File: config.mk
export PLATFORM = sky130hd
export DESIGN_NAME = lob_ctrl
export DESIGN_NICKNAME = d
export VERILOG_FILES = /design/src/rtl/core/lob_pkg.sv /design/src/rtl/core/lob_ctrl.sv
export SDC_FILE = /design/constraint.sdc
export NUM_CORES = 1
export LEC_CHECK = 0
export BUFFER_PORTS_ARGS = -buffer_cell sky130_fd_sc_hd__buf_2
export CAP_MARGIN = 10
export CORE_MARGIN = 2
export CORE_UTILIZATION = 40
export CTS_BUF_LIST = sky130_fd_sc_hd__clkbuf_8
export DETAILED_ROUTE_END_ITERATION = 10
export PLACE_DENSITY = 0.86
export SYNTH_ARGS = -nofsm -noshare
export SYNTH_HDL_FRONTEND = slang
export SYNTH_SLANG_ARGS = --single-unit
export TNS_END_PERCENT = 1
File: constraint.sdc
create_clock -name clk -period 1.43 [get_ports clk]
set_input_delay 0.286 -clock clk [delete_from_list [all_inputs] [get_ports clk]]
set_output_delay 0.286 -clock clk [all_outputs]
set_load 0.1 [all_outputs]
File: src/rtl/core/lob_pkg.sv
package lob_pkg;

	localparam int ID_W    = 32;
	localparam int PRICE_W = 10;
	localparam int QTY_W   = 31;
	localparam int TOTAL_W = 39;

	localparam logic [1:0] MD_ADD    = 2'd0;
	localparam logic [1:0] MD_CANCEL = 2'd1;
	localparam logic [1:0] MD_MODIFY = 2'd2;
	localparam logic [1:0] MD_DEPTH  = 2'd3;

	localparam logic [2:0] ST_OK   = 3'd0;
	localparam logic [2:0] ST_BADQ = 3'd1;
	localparam logic [2:0] ST_DUP  = 3'd2;
	localparam logic [2:0] ST_NF   = 3'd3;
	localparam logic [2:0] ST_FULL = 3'd4;

	localparam logic [1:0] EM_NONE   = 2'd0;
	localparam logic [1:0] EM_STATUS = 2'd1;
	localparam logic [1:0] EM_FLUSH  = 2'd2;

	localparam logic [TOTAL_W-1:0] TOTAL_MAX = '1;

	typedef struct packed {
		logic [1:0]                mode;
		logic signed [ID_W-1:0]    order_id;
		logic                      buy_sell;
		logic [PRICE_W-1:0]        price_tick;
		logic signed [31:0]        quantity;
		logic [5:0]                depth_levels;
	} ord_t;

	typedef struct packed {
		logic [2:0]          status;
		logic                bid_valid;
		logic [PRICE_W-1:0]  best_bid;
		logic                ask_valid;
		logic [PRICE_W-1:0]  best_ask;
		logic                level_valid;
		logic [PRICE_W-1:0]  level_price;
		logic [TOTAL_W-1:0]  level_total;
		logic                last;
	} rep_t;

	typedef struct packed {
		logic       ready;
		logic       load;
		logic       ctr_clr;
		logic       ctr_inc;
		logic       scan_chk;
		logic       ent_wr;
		logic       valid_set;
		logic       valid_clr;
		logic       lvl_wr;
		logic       clr_wr;
		logic       best_chk;
		logic       dep_rd;
		logic       dep_chk;
		logic [1:0] emit;
	} ctl_t;

	typedef struct packed {
		logic [1:0] mode;
		logic       qbad;
		logic       op_ok;
		logic       ent_last;
		logic       lvl_last;
		logic       clr_last;
		logic       n_zero;
		logic       occ;
		logic       pend_v;
		logic       k_hit;
		logic       out_busy;
	} sts_t;

endpackage

File: src/rtl/core/lob_ctrl.sv
module lob_ctrl import lob_pkg::*; (
	input  logic clk,
	input  logic arst_n,
	input  logic ord_valid,
	input  sts_t sts,
	output ctl_t ctl
);

	localparam logic [3:0] S_CLR   = 4'd0;
	localparam logic [3:0] S_IDLE  = 4'd1;
	localparam logic [3:0] S_SREQ  = 4'd2;
	localparam logic [3:0] S_SCHK  = 4'd3;
	localparam logic [3:0] S_UPD   = 4'd4;
	localparam logic [3:0] S_LWR   = 4'd5;
	localparam logic [3:0] S_BREQ  = 4'd6;
	localparam logic [3:0] S_BCHK  = 4'd7;
	localparam logic [3:0] S_EMIT  = 4'd8;
	localparam logic [3:0] S_DREQ  = 4'd9;
	localparam logic [3:0] S_DCHK  = 4'd10;
	localparam logic [3:0] S_FLUSH = 4'd11;

	logic [3:0] state_q, state_d;

	always_comb begin
		ctl     = '0;
		state_d = state_q;
		unique case (state_q)
			S_CLR: begin
				ctl.clr_wr = 1'b1;
				if (sts.clr_last) begin
					ctl.ctr_clr = 1'b1;
					state_d     = S_IDLE;
				end else begin
					ctl.ctr_inc = 1'b1;
				end
			end
			S_IDLE: begin
				ctl.ready = 1'b1;
				if (ord_valid) begin
					ctl.load = 1'b1;
					state_d  = S_SREQ;
				end
			end
			S_SREQ: begin
				if (sts.mode == MD_DEPTH || (sts.mode == MD_ADD && sts.qbad)) state_d = S_BREQ;
				else                                                          state_d = S_SCHK;
			end
			S_SCHK: begin
				ctl.scan_chk = 1'b1;
				if (sts.ent_last) begin
					ctl.ctr_clr = 1'b1;
					state_d     = S_UPD;
				end else begin
					ctl.ctr_inc = 1'b1;
					state_d     = S_SREQ;
				end
			end
			S_UPD: begin
				if (sts.op_ok) begin
					unique case (sts.mode)
						MD_ADD: begin
							ctl.ent_wr    = 1'b1;
							ctl.valid_set = 1'b1;
						end
						MD_CANCEL: ctl.valid_clr = 1'b1;
						default:   ctl.ent_wr    = 1'b1;
					endcase
					state_d = S_LWR;
				end else begin
					state_d = S_BREQ;
				end
			end
			S_LWR: begin
				ctl.lvl_wr = 1'b1;
				state_d    = S_BREQ;
			end
			S_BREQ: state_d = S_BCHK;
			S_BCHK: begin
				ctl.best_chk = 1'b1;
				if (sts.ent_last) begin
					ctl.ctr_clr = 1'b1;
					if (sts.mode != MD_DEPTH) state_d = S_EMIT;
					else if (sts.n_zero)      state_d = S_FLUSH;
					else                      state_d = S_DREQ;
				end else begin
					ctl.ctr_inc = 1'b1;
					state_d     = S_BREQ;
				end
			end
			S_EMIT: begin
				if (!sts.out_busy) begin
					ctl.emit = EM_STATUS;
					state_d  = S_IDLE;
				end
			end
			S_DREQ: begin
				ctl.dep_rd = 1'b1;
				state_d    = S_DCHK;
			end
			S_DCHK: begin
				// keep the level read on the scanned tick while waiting
				ctl.dep_rd = 1'b1;
				if (!(sts.occ && sts.pend_v && sts.out_busy)) begin
					ctl.dep_chk = 1'b1;
					if (sts.k_hit || sts.lvl_last) begin
						state_d = S_FLUSH;
					end else begin
						ctl.ctr_inc = 1'b1;
						state_d     = S_DREQ;
					end
				end
			end
			S_FLUSH: begin
				if (!sts.out_busy) begin
					ctl.emit = EM_FLUSH;
					state_d  = S_IDLE;
				end
			end
			default: state_d = S_IDLE;
		endcase
	end

	always_ff @(posedge clk or negedge arst_n) begin
		if (!arst_n) begin
			state_q <= S_CLR;
		end else begin
			state_q <= state_d;
		end
	end

endmodule

==> results of run 1 <==
[cells by family after synthesis]
group,count (synthesis),share of synthesized area (%)
AO/OA/AOI/OAI,24,31.7
buffers and inverters,10,6.88
flip-flops,4,18.3
AND/OR/NAND/NOR,41,43.1
[Yosys cell counts (3+ instances only)]
| cell type | instances | area, um2 |
|---|---|---|
| a31oi_1 | 3 | 18.8 |
| clkbuf_1 | 7 | 26.3 |
| nor2b_1 | 3 | 18.8 |
| a21oi_1 | 5 | 25.0 |
| inv_1 | 3 | 11.3 |
| nand2b_1 | 5 | 31.3 |
| dfrtp_1 | 4 | 100 |
| nand2_1 | 6 | 22.5 |
| nor3_1 | 4 | 20.0 |
| nor2_1 | 6 | 22.5 |
[metrics by stage]
stage / std cells / utilization, % / cell area [um2] / worst slack [ps] / TNS (ps)
3_3_place_gp: 138 / 93.5 / 1200 / -147 / -710
3_5_place_dp: 138 / 93.5 / 1200 / -209 / -1730
2_1_floorplan: 79 / - / 682 / -906 / -10410
==> metrics.md, run 1 <==
| Metric | Value |
|---|---|
| Port-buffer cells | 29 |
| Rows | 13 |
| Ys async rst share | 100% |
| Post_cts resized | 9 |
| Failing step | clock tree synthesis (4_1_cts) |
| Register area share after synthesis | about 18% |
| TritonCTS Sinks | 4 |
| Yosys cell types | 38 |
| Mean post-synth cell area | 6.91 um2 |
| Root buf cell | clkbuf_8 |
| Chip Width | ~40 um |
| Setup bufs post-CTS | 0 |
| Status | stopped before the end |
| Cell area after synthesis | 546 um2 |
| Clock Path Buffers | 2 |
| Synth Flop Type | dfrtp_1 |
| #FFs+latches synth | 4 |
| Max H-tree Level | 1 |
| Initial core utilization | 42.5% |
| Syn Nets | 94 |
| EDFF count, synth | 0 |
| Post-CTS Hold Buffers | 1 |
| HPWL after DPL | 2280 um |
| Syn Inst Count | about 80 |
| IO Pins | 30 |
| Syn. warnings | 0 |
| Num CTS Buffers | 3 |
| Die Height | a little over 40 um |
| Gpl congestion | 0.964 |
| Tool Error | [ERROR DPL-0033] detailed placement checks failed during check placement. |
==> run 2, diff against run 1 <==
Settings changed: CORE_AREA set to 2 2 63 65, CORE_MARGIN 2 to unset, CORE_UTILIZATION 40 to unset, CTS_BUF_LIST sky130_fd_sc_hd__clkbuf_8 to unset, DIE_AREA set to 0 0 65 67, PLACE_DENSITY 0.86 to unset, PLACE_DENSITY_LB_ADDON set to 0.15.
Clock period 1.43 ns to 1.9 ns, I/O delays scaled along.
==> run 2 against run 1 <==
  * The flow now finishes, with violations (setup timing)
  * Area after synthesis is the same
  * Synthesized cell count unchanged
==> metrics.md, run 2 <==
| Metric | Value |
|---|---|
| Status | finished, violations left (was stopped before the end) |
| Failing checks | setup timing |
| Residual DRC | 0 |
| Max Clock Skew | 0.282 ps |
| Port-buffer cells | 29 (unchanged) |
| Buffers & Inverters on Critical Path | 1 |
| Initial antenna violation count | 0 |
| Post-synth top area cell | dfrtp_1 (unchanged) |
| Syn. warnings | 0 (unchanged) |
| Slew Viols, Final | 0 |
| Commonest non-fill, non-tap cell in the layout | buf_4 |
| Wire per inst | 11.8 um |
| Startpoint types | flip-flop |
| Tot GR Track Use | approximately 9.7% |
| Number of global-route vias before repair | between 700 and 800 |
| Largest net degree at the start of global routing | 11 |
| Clk Latency, worst-skew pair | approximately 220 ps |
| Via density | about 4.4 |
| Crit end category | primary output |
| Gpl congestion | 0.855 (was 0.964) |
| Syn Inst Count | 79 (unchanged) |
| Max H-tree Level | 1 (unchanged) |
| Root buf cell | clkbuf_8 (unchanged) |
| Yosys cell types | 38 (unchanged) |
| Mean post-synth cell area | 6.91 um2 (unchanged) |
| Post-DRT Antenna Nets | 0 |
| Slew @ Worst Pin | 307 ps |
| Largest Register | state_q |
| Detailed Route WL | a little over 2000 um |
| Commonest cells in the netlist | clkbuf_1 (7), nand2_1 (6), nor2_1 (6) (unchanged) |
| Initial core utilization | 15.1% (was 42.5%) |
| Max incr delay on CP | ~440 ps |
| CTS tree | yes |
| Fillers | roughly 380 |
| Grt total ovfl | 0 |
| #FFs+latches synth | 4 (unchanged) |
| Leakage | 0.519 nW |
| Most frequent cells in the layout | buf_4 (18), buf_12 (15), buf_2 (14) |
| Power Density | 1860 nW/um2 |
| Ys async rst share | 100% (unchanged) |
| Max Cap Viol | 0 |
| EDFF count, synth | 0 (unchanged) |
| Max Clock Freq | 518 MHz |
| Worst-path clk slew | around 30 ps |
| HPWL after DPL | 1670 um (was 2280 um) |
| Area grow syn2layout | 133% |
| Worst hold path type | in2async |
| Clock Path Buffers | 2 (unchanged) |
| Final setup margin | -31.0 ps |
| Syn Nets | 94 (unchanged) |
| Register area share after synthesis | 18.3% (unchanged) |
| Die ar. | 4360 um2 |
| Synth Flop Type | dfrtp_1 (unchanged) |
| CP cell instances | or2_1 -> o32a_1 -> o21ai_4 -> buf_12 |
| Placed cell count | 164 (was 138) |
| Slowest CP cell | dfrtp_2 |
| Non-filler cells, final | around 170 |
| Cell area after synthesis | 546 um2 (unchanged) |
| Final setup violation count | 1 |
| Fin crit share | 102% |
| Worst EP arrival | ~1600 ps |
| Peak supply drop | 0.000490 V |
| First-pass GRT wire length | about 3300 um |
| Largest regs | state_q: 4 flops |
| TritonCTS Sinks | 4 (unchanged) |
| Final Critical Period | 1930 ps |
| Max reg flops | 4 |
| Die Height | 67 um (was 40.9 um) |
| Drt first pass iters | 4 |
| Antenna diodes | 0 |
| Top-count cell post-synth | clkbuf_1 (unchanged) |
| Tot Pwr | 2.37 mW |
| Critical Path RT | between 1500 and 2000 ps |
| Largest cells by area after synthesis | dfrtp_1 (18%), nand2b_1 (5.7%), clkbuf_1 (4.8%), a21oi_1 (4.6%), nand2_1 (4.1%) (unchanged) |
| Rel. slew slack | approximately four fifths |
| Rows | 22 (was 13) |
| IO Pins | 30 (unchanged) |
| 1st-iter DRT viols | 11 |
| Via count | between 700 and 800 |
| Worst-path fanout max | 6 |
| Nets | 140 |
| Ratio of cells with drive above 1 in the final layout | between 50% and 60% |
| Delay-heaviest family, CP | compound AO/OA/AOI/OAI gates |
| Num CTS Buffers | 3 (unchanged) |
| Floorplan core area | about 3600 um2 |
| Chip Width | 65 um (was 40.9 um) |
| Hold Vio Cnt, Final | 0 |
| RSZ-0062 raised after global routing | true |
| Top-area cell type share of the netlist area | 18.3% (unchanged) |
| Critical path type | reg2out |
==> run 2: cell counts after synthesis <==
No cell type changed its count.
==> run 2: metrics by stage <==
| stage | setup TNS (ps) | worst slack [ps] | instance area, um2 | util [%] | hold WS (ps) |
|---|---|---|---|---|---|
| floorplan | -3980 | -530 | 682 | - | 84.4 |
| global placement | 0 | 142 | 1190 | 33.0 | 187 |
| detailed placement | 0 | 119 | 1190 | 33.0 | 191 |
| CTS | -55.7 | -36.8 | 1270 | 35.1 | 495 |
| global route | -283 | -90.4 | 1270 | 35.3 | 508 |
| finish | -31.0 | -31.0 | 1270 | 35.3 | 500 |
==> run 2: final cells by class <==
type                       count  area (um2)  share of cell area, %
timing repair buffer          48         515                   40.5
inverter                       3        11.3                  0.885
tap                           48        60.1                   4.72
multi-input combinational     65         542                   42.6
sequential                     4         103                   8.06
clock buffer                   3        41.3                   3.24
==> run 2: what timing repair did <==
item | 4_1_cts | 5_1_grt
setup buffers | 3 | 0
setup endpoints to repair | 4 | 7
gates resized for setup | 3 | 1
endpoints found under the hold margin | 4 | 0
pin swaps | 0 | 1
hold buffers | 1 | 0
==> run 2: path summary, 6_finish.rpt <==
| check | start | endpoint | slack, ps | cells past startpoint |
|---|---|---|---|---|
| max in group asynchronous | arst_n | state_q[2]$_DFFE_PN0P_ | 1270 | 2 |
| worst max-delay path | state_q[2]$_DFFE_PN0P_ | ctl[11] | -30 | 4 |
| min in group clk | sts[7] | state_q[2]$_DFFE_PN0P_ | 590 | 4 |
| worst min register to register | state_q[3]$_DFFE_PN0P_ | state_q[2]$_DFFE_PN0P_ | 760 | 2 |
| worst max register to register | state_q[2]$_DFFE_PN0P_ | state_q[0]$_DFFE_PN0P_ | 340 | 4 |
| worst min-delay path | arst_n | state_q[0]$_DFFE_PN0P_ | 500 | 2 |
==> run 2: power by group <==
group          switching [mW]  internal, mW
logic                    1.17         0.823
registers              0.0690         0.135
clock network          0.0443         0.135
==> run 2: logic make-up (layout without fill, tap and decap cells) <==
group           after synthesis  count (layout)  synth area share, %
compound gates               24              24                 31.7
buf+inv                      10              54                 6.88
flops                         4               4                 18.3
simple gates                 41              41                 43.1
==> run 2: layer usage <==
layer	vias up	routed length, um	global-route usage [%]
met3	2	107	2.20
met1	354	861	11.6
met5	-	0	0
met4	0	19	5.05
met2	15	1030	16.1
li1	385	-	-
(Power assumes the default switching activity.)
